<file path="src/sv/lsp_pkg.sv">
package lsp_pkg;

   // Field and register widths
   localparam int SAMPLE_W = 16;
   localparam int FRAC_W   = 16;
   localparam int ADDR_W   = 16;
   localparam int LEN_W    = 17;
   localparam int STEP_W   = 18;
   localparam int POS_W    = 32;
   localparam int INDEX_W  = 3;
   localparam int CSR_W    = 18;

   // Number of entries in the sample store; longer buffer lengths are limited to it
   localparam logic [LEN_W-1:0] BUF_DEPTH = LEN_W'(65536);

   // Remainder unit operand width, wide enough for loop start plus position
   localparam int DIV_W     = LEN_W;
   localparam int DIV_CNT_W = $clog2(DIV_W);

   // The quiet scaling is floor((4v + 5 + 10 * 13107) / 10) - 13107. The biased
   // dividend stays below 2^18, so the divide by ten is a multiply by
   // ceil(2^19 / 10) followed by a right shift by 19.
   localparam int                       QUIET_W       = 18;
   localparam int                       QUIET_RECIP_W = 16;
   localparam logic [QUIET_W-1:0]       QUIET_BIAS    = QUIET_W'(131075);
   localparam logic [QUIET_RECIP_W-1:0] QUIET_RECIP   = QUIET_RECIP_W'(52429);
   localparam int                       QUIET_SHIFT   = 19;
   localparam logic [SAMPLE_W-1:0]      QUIET_OFFSET  = SAMPLE_W'(13107);

   // Rounding constant for the interpolation product
   localparam logic signed [2*LEN_W-1:0] ROUND_HALF = (2*LEN_W)'(32768);

   localparam logic [STEP_W-1:0] STEP_RESET = STEP_W'(65536);

   // Register indexes of the configuration port
   localparam logic [INDEX_W-1:0] REG_LOOP_START  = 3'd0;
   localparam logic [INDEX_W-1:0] REG_LOOP_LENGTH = 3'd1;
   localparam logic [INDEX_W-1:0] REG_BUF_LENGTH  = 3'd2;
   localparam logic [INDEX_W-1:0] REG_STEP        = 3'd3;
   localparam logic [INDEX_W-1:0] REG_QUIET       = 3'd4;

   // Request modes
   localparam logic MODE_LOAD = 1'b0;
   localparam logic MODE_TICK = 1'b1;

   typedef enum logic [3:0] {
      ST_IDLE,
      ST_MOD,
      ST_RD_A,
      ST_RD_B,
      ST_MUL,
      ST_ADD,
      ST_SCALE,
      ST_QUIET,
      ST_FINISH
   } state_type;

   // Status handed back by the remainder unit
   typedef struct packed {
      logic             done;
      logic [LEN_W-1:0] rem;
   } div_status_type;

endpackage

</file>
<file path="src/sv/lsp_div.sv">
// Restoring remainder unit that handles one dividend bit per cycle.
module lsp_div (
   input  logic                         clock,
   input  logic                         reset,
   input  logic                         start,
   input  logic [lsp_pkg::DIV_W-1:0]    dividend,
   input  logic [lsp_pkg::LEN_W-1:0]    divisor,
   output lsp_pkg::div_status_type      status
);

   logic                              busy_ff, busy_in;
   logic                              done_ff, done_in;
   logic [lsp_pkg::DIV_CNT_W-1:0]     count_ff, count_in;
   logic [lsp_pkg::DIV_W-1:0]         dvd_ff, dvd_in;
   logic [lsp_pkg::LEN_W-1:0]         dvs_ff, dvs_in;
   logic [lsp_pkg::LEN_W-1:0]         rem_ff, rem_in;
   logic [lsp_pkg::LEN_W:0]           trial;
   logic                              fits;

   // One trial subtraction of the running remainder.
   always_comb begin
      trial = {rem_ff, dvd_ff[lsp_pkg::DIV_W-1]};
      fits  = (trial >= {1'b0, dvs_ff});
   end

   // Sequencing of the iterations.
   always_comb begin
      busy_in  = busy_ff;
      done_in  = 1'b0;
      count_in = count_ff;
      dvd_in   = dvd_ff;
      dvs_in   = dvs_ff;
      rem_in   = rem_ff;
      if (start) begin
         busy_in  = 1'b1;
         count_in = lsp_pkg::DIV_CNT_W'(lsp_pkg::DIV_W - 1);
         dvd_in   = dividend;
         dvs_in   = divisor;
         rem_in   = '0;
      end else if (busy_ff) begin
         dvd_in  = {dvd_ff[lsp_pkg::DIV_W-2:0], 1'b0};
         if (fits) begin
            rem_in = lsp_pkg::LEN_W'(trial - {1'b0, dvs_ff});
         end else begin
            rem_in = trial[lsp_pkg::LEN_W-1:0];
         end
         if (count_ff == '0) begin
            busy_in = 1'b0;
            done_in = 1'b1;
         end else begin
            count_in = count_ff - lsp_pkg::DIV_CNT_W'(1);
         end
      end
   end

   always_ff @(posedge clock) begin
      if (reset) begin
         busy_ff <= 1'b0;
         done_ff <= 1'b0;
      end else begin
         busy_ff <= busy_in;
         done_ff <= done_in;
      end
      count_ff <= count_in;
      dvd_ff   <= dvd_in;
      dvs_ff   <= dvs_in;
      rem_ff   <= rem_in;
   end

   assign status.done = done_ff;
   assign status.rem  = rem_ff;

endmodule

</file>
<file path="config.mk">
export PLATFORM = sky130hd
export DESIGN_NAME = lsp_div
export DESIGN_NICKNAME = d
export VERILOG_FILES = /design/src/sv/lsp_pkg.sv /design/src/sv/lsp_div.sv
export SDC_FILE = /design/constraint.sdc
export NUM_CORES = 1
export LEC_CHECK = 0
export ABC_AREA = 1
export ABC_CLOCK_PERIOD_IN_PS = 2130
export BUFFER_PORTS_ARGS = -buffer_cell sky130_fd_sc_hd__buf_2
export CORE_MARGIN = 2
export CORE_UTILIZATION = 35
export CTS_BUF_LIST = sky130_fd_sc_hd__clkbuf_16
export DETAILED_ROUTE_END_ITERATION = 10
export GPL_TIMING_DRIVEN = 1
export PLACE_DENSITY = 0.59
export SYNTH_ARGS = -nofsm -noshare
export SYNTH_HDL_FRONTEND = slang
export SYNTH_SLANG_ARGS = --single-unit
</file>
<file path="constraint.sdc">
create_clock -name clock -period 2.13 [get_ports clock]
set_input_delay 0 -clock clock [delete_from_list [all_inputs] [get_ports clock]]
set_output_delay 0 -clock clock [all_outputs]
set_load 0.05 [all_outputs]
</file>
== Word-level counts from Yosys, hierarchy flattened ==
Index checks and enable logic that the tools add are counted.
Word-level totals
  flip-flop bits (word level): 58
  input port bits: 37
  output and inout port bits: 18
  word-level logic and storage cells: 22
Cells by class
  add/subtract/negate cells: 2
  order comparisons: 1
  mux-type cells: 7
  bitwise logic cells: 2
  reductions and logical operators: 4
Operator list (count)
  two-way mux 17 bit: 3
  >= comparator 18 x 17 -> 1 bit: 1
  subtractor 17 bit: 1
  logical NOT 5 bit: 1
  subtractor 5 x 1 -> 5 bit (second input constant): 1
  two-way mux 1 bit: 4
  OR reduction 3 bit: 1
  inverter 1 bit: 2
  AND reduction 2 bit: 1
  nonzero test 2 bit: 1

== Depth between registers and ports, before layout ==
  depth in word-level cells: 4
  mapped depth: 14
  depth with buffers taken out: 14

== Least setup slack after synthesis ==
OpenSTA, ideal clock, no wires.
  path kind: register to register
  start point: reg rem_ff[13] in the netlist's numbering
  end point: reg rem_ff[7] in the netlist's numbering
  library setup time: 135 ps
  arrival: 1972 ps
  data required time: 1995 ps
  path slack: 24 ps
  stages on the path, launching flop included: 13
  period minus slack after synthesis: 2106 ps
  cells stage by stage: dfxtp_1 -> ha_1 -> nand2_1 -> inv_2 -> nand2_1 -> inv_1 -> nand2_1 -> nand2_1 -> nor2_4 -> buf_4 -> nand3_1 -> nand3_2 -> o21ai_2
Between the ends
  word-level cells in the longest chain between the ends: 2
RTL lines
  start: declaration: RTL line lsp_div.sv:16  | logic [lsp_pkg::LEN_W-1:0] rem_ff, rem_in;
  start signal: assignment: RTL line lsp_div.sv:67  | rem_ff <= rem_in;
  >= comparator 18 x 17 -> 1 bit: RTL line lsp_div.sv:23  | fits = (trial >= {1'b0, dvs_ff});
  two-way mux 17 bit: RTL line lsp_div.sv:42  | if (fits) begin
No other way between the ends.
A chain may end at the register's enable or synchronous reset.

== Worst setup path in the final report ==
  start point: reg dvd_ff[16] in the netlist's numbering
  end point: reg rem_ff[10] in the netlist's numbering
Between the ends
  word-level cells in the longest chain between the ends: 2
  elaborated cells between the ends (all ways): 3
  classes of those cells: add/sub: 1; order compare: 1; mux: 1
RTL lines
  start: declaration: RTL line lsp_div.sv:14  | logic [lsp_pkg::DIV_W-1:0] dvd_ff, dvd_in;
  start signal: assignment: RTL line lsp_div.sv:65  | dvd_ff <= dvd_in;
  subtractor 17 bit or >= comparator 18 x 17 -> 1 bit (tied branches): RTL line lsp_div.sv:43, lsp_div.sv:23
  two-way mux 17 bit *: RTL line lsp_div.sv:42
Mark *: on every way between the ends. The rest lies on a longest branch, timed or not.

==> run summary <==
The run gives 0.0725 ns as the worst slack at placement. The clock passes through at most 2 buffers. Clock tree synthesis inserted a total of 9 buffers. Summing all multi-input logic gate instances after layout gives 1710 um2. In this run the most critical hold path is launched from start.

Maximum number of pins on one net before global-route repair: 27. Number of global-route vias before repair: 3202. Among all stages on the critical path, the largest delay is contributed by sky130_fd_sc_hd__fa_2.

From synthesis to final layout, the design area changed by 31.8%. The switching share of total power works out to 24.9%. Synthesis instantiated 33 different standard cells from the library. The floorplan step defined a die boundary enclosing 11000 um2.

Setup repair after global routing could not meet its margin everywhere. Worst hold margin: 0.0867 ns. The run gives 0 as the final antenna diode count. After the flow finishes, the layout carries non-filler instances totaling 717.

Synthesis inferred 58 register bits. Wires add up to 8860 um. The net count of the finished layout is 636. Detailed routing placed a total of 4170 um of wire on met2.

The filler cells instantiated in the layout total 960. Yosys printed 0 warnings. Chip width: 105 um.

The cell sitting at the root of the clock tree is a sky130_fd_sc_hd__clkbuf_16. The number of pins exceeding their max-slew limit in the final report came out at 0. The routed layout has 3230 vias.

Reported leakage power: 2.49 nW. Synthesis produced a netlist with a net count of 533. For this design the total switching power over the nets is 0.778 mW.

The tools report the internal power component as 2.34 mW. The clock net in this run drives a total of 58 sinks. The register area was 1500 um2.

The highest routing layer actually used is met4. The tools report the post-route antenna net violation count as 0. STA classifies the critical path startpoint as a flip-flop. After the first detailed-routing iteration, the DRC count stood at 153.

The run finished with clean final reports. The routed design uses 434 um of met3 wire. The tools report the overall power of the completed layout as 3.12 mW. The run gives 0.33 ns as the clock network latency to the later pin of the worst-skew pair. The hold violation count in the final report is 0, and the count of input and output buffers is 54. The worst hold path passes through 3 cells. In the final routing, the length of wire on met1 measures 4070 um. In this run, placement finished with an instance count of 665. Dividing the detail-routed wire length by the instance count gives 12.4 um. The logs give 475 uV for the peak supply drop and 2.35 ns for the required time at the worst-slack endpoint. The min-delay analysis places its worst path in the category input port to flip-flop. For this run, the top clock speed supported by timing is 507 MHz. The tools report the arrival time of the worst setup path as 2.19 ns. For the initial antenna violation count, the log shows 0.

The synthesized area per cell is 7.52 um2. The tools report the end of the worst register-to-register path as rem_ff[10]$_SDFFE_PP0P_. Synthesis produced 476 cells.

The worst setup path is of the flip-flop to flip-flop kind. The clock period could shrink to 1.97 ns. For this run, design rule violations remaining after detail routing come to 0. Between clock sinks in the finished design, the worst skew comes to 0.00706 ns.

The share of total power dissipated in sequential elements is 41.7%. The floorplan step set the die height to 105 um. The tools report the number of failing setup endpoints in the final timing report as 0. The run gives 0.917 as the routability congestion estimate.

The count of cells along the worst register-to-register path is 11, and the clock-pin slew on the worst setup and hold paths is 0.05 ns. The launch instance of the worst register-to-register path is dvd_ff[16]$_DFFE_PP_. The global-route wire length before repair was 15000 um. Register-to-register path setup slack: 0.16 ns. The run gives 42.0% as the portion of the post-synthesis area used by sequential elements. The core area came out at 9860 um2.

After global routing the overflow that remains totals 0. The run gives 36.3% as the initial cell density of the core. The placed wire-length estimate after detailed placement was 6490 um; the routed via count divided by cell count was 4.50. The number of cell rows was 36. The first-pass iteration count of the detailed router was 4; the critical path's largest stage delay was 0.37 ns.

Measured against its own limit, the worst slew margin works out to 63.1%. In this run the number of H-tree levels came out at 3. Cells fill 47.8% of the core in the end. The power per unit of standard cell area came out at 661 nW/um2. STA classifies the critical path endpoint as a flip-flop. The global-route usage over all layers is 17.4%, and the top fanout value on the critical path is 12. The logic gate share of total power came out at 13.5%.

The critical path goes through inv_1 -> ha_1 -> inv_1 -> fa_2 -> nand3_1 -> nand3_2 -> nand2_4 -> buf_12 -> nand3b_1 -> nand3_1 -> nand2_1. The tools report the clock network fraction of design power as 44.9%. In the final layout, the share of cells above drive strength 1 is 18.5%.

The synthesized netlist occupies a cell area of 3580 um2. For hold timing, the worst endpoint is dvd_ff[16]$_DFFE_PP_. TritonCTS built the clock tree. The smallest setup slack after layout was 0.157 ns; the I/O pin count was 55.

Max-capacitance violation count: 0. At the pin with the least slew margin, the transition time is 0.553 ns. The post-route fraction of the period consumed by the critical path is 92.6%.
-- sequential cells by signal (all words and copies together) (netlist names) --
name	count
busy_ff	1
count_ff	5
done_ff	1
dvd_ff	17
dvs_ff	17
rem_ff	17
-- what timing repair did --
item / in CTS / in global routing
hold endpoints to repair: 36 / 0
hold buffers: 35 / 0
gates resized for setup: 0 / 4
setup buffers: 0 / 1
setup endpoints to repair: 0 / 16
-- final cells by class --
| cell class | instances | area share [%] |
|---|---|---|
| Multi-Input combinational cell | 323 | 36.3 |
| Tap cell | 133 | 3.53 |
| Clock inverter | 7 | 1.35 |
| Inverter | 85 | 6.76 |
| Timing Repair Buffer | 102 | 15.5 |
| Sequential cell | 58 | 31.8 |
| Clock buffer | 9 | 4.77 |
-- stage by stage --
| step | cell area (um2) | setup TNS, ns |
|---|---|---|
| 6_report | 4720 | 0 |
| 5_1_grt | 4720 | -0.174 |
| 4_1_cts | 4690 | 0 |
| 3_5_place_dp | 4050 | 0 |
| 3_3_place_gp | 4050 | 0 |
| 2_1_floorplan | 3580 | 0 |
-- critical path, delay by kind of cell (launching register included) --
family	cells	cell delay, ns
buffers and inverters	3	0.30
DFF	1	0.36
adders and majority gates	2	0.51
and+or+nand+nor	6	0.69
-- cell usage after synthesis (all sizes together) --
library cell	count	area, um2
a21oi	14	70.1
a31oi	1	6.26
and3	1	6.26
buf	5	45.0
clkbuf	5	18.8
dfxtp	24	480
edfxtp	34	1020
fa	1	20.0
ha	19	238
inv	85	319
nand2	180	703
nand3	48	290
nand3b	8	60.1
nand4	3	18.8
nor2	20	90.1
nor3	4	31.3
nor3b	1	7.51
nor4	1	6.26
o211ai	1	7.51
o21ai	11	58.8
or2	3	18.8
xnor2	5	43.8
xor2	2	17.5
-- power by group through the flow --
stage	registers, mW	clock network, mW	logic [mW]
2_1_floorplan	1.32	0	0.243
3_3_place_gp	1.32	0	0.362
3_5_place_dp	1.32	0	0.369
4_1_cts	1.30	1.44	0.420
5_1_grt	1.31	1.49	0.474
6_report	1.30	1.40	0.421
-- cell usage in the layout (no fill, tap or decap), drive strengths merged, types with 2 or more instances in the layout --
cell | synthesis | routed
nand2 | 180 | 180
inv | 85 | 87
buf | 5 | 67
nand3 | 48 | 48
dlygate4sd3 | 0 | 35
edfxtp | 34 | 34
dfxtp | 24 | 24
nor2 | 20 | 20
ha | 19 | 19
a21oi | 14 | 14
o21ai | 11 | 11
clkbuf | 5 | 9
nand3b | 8 | 8
xnor2 | 5 | 5
nor3 | 4 | 4
nand4 | 3 | 3
or2 | 3 | 3
clkinv | 0 | 3
xor2 | 2 | 2
-- layer usage --
layer | up-vias | GRT usage (%)
met5 | - | 0
met4 | 0 | 7.90
met3 | 12 | 4.05
met2 | 70 | 28.4
met1 | 1440 | 21.8
li1 | 1708 | -
-- worst max path at each step --
stage          cells past startpoint                 endpoint               startpoint
3_3_place_gp                      11  rem_ff[10]$_SDFFE_PP0P_     dvs_ff[16]$_DFFE_PP_
6_report                          11  rem_ff[10]$_SDFFE_PP0P_     dvd_ff[16]$_DFFE_PP_
3_5_place_dp                      11   rem_ff[0]$_SDFFE_PP0P_     dvd_ff[16]$_DFFE_PP_
4_1_cts                           11   rem_ff[0]$_SDFFE_PP0P_     dvd_ff[16]$_DFFE_PP_
2_1_floorplan                     12   rem_ff[7]$_SDFFE_PP0P_  rem_ff[13]$_SDFFE_PP0P_
5_1_grt                           13  rem_ff[14]$_SDFFE_PP0P_     dvs_ff[11]$_DFFE_PP_
-- kinds of logic after synthesis --
family,Yosys count,share of synthesized area [%]
and+or+nand+nor,269,34.4
buffers and inverters,95,10.7
DFF,58,42.0
AOI/OAI and AO/OA,27,3.99
adders and majority gates,20,7.20
xor gates and xnor gates,7,1.71
Note: power is estimated with default switching activity, not from simulation.
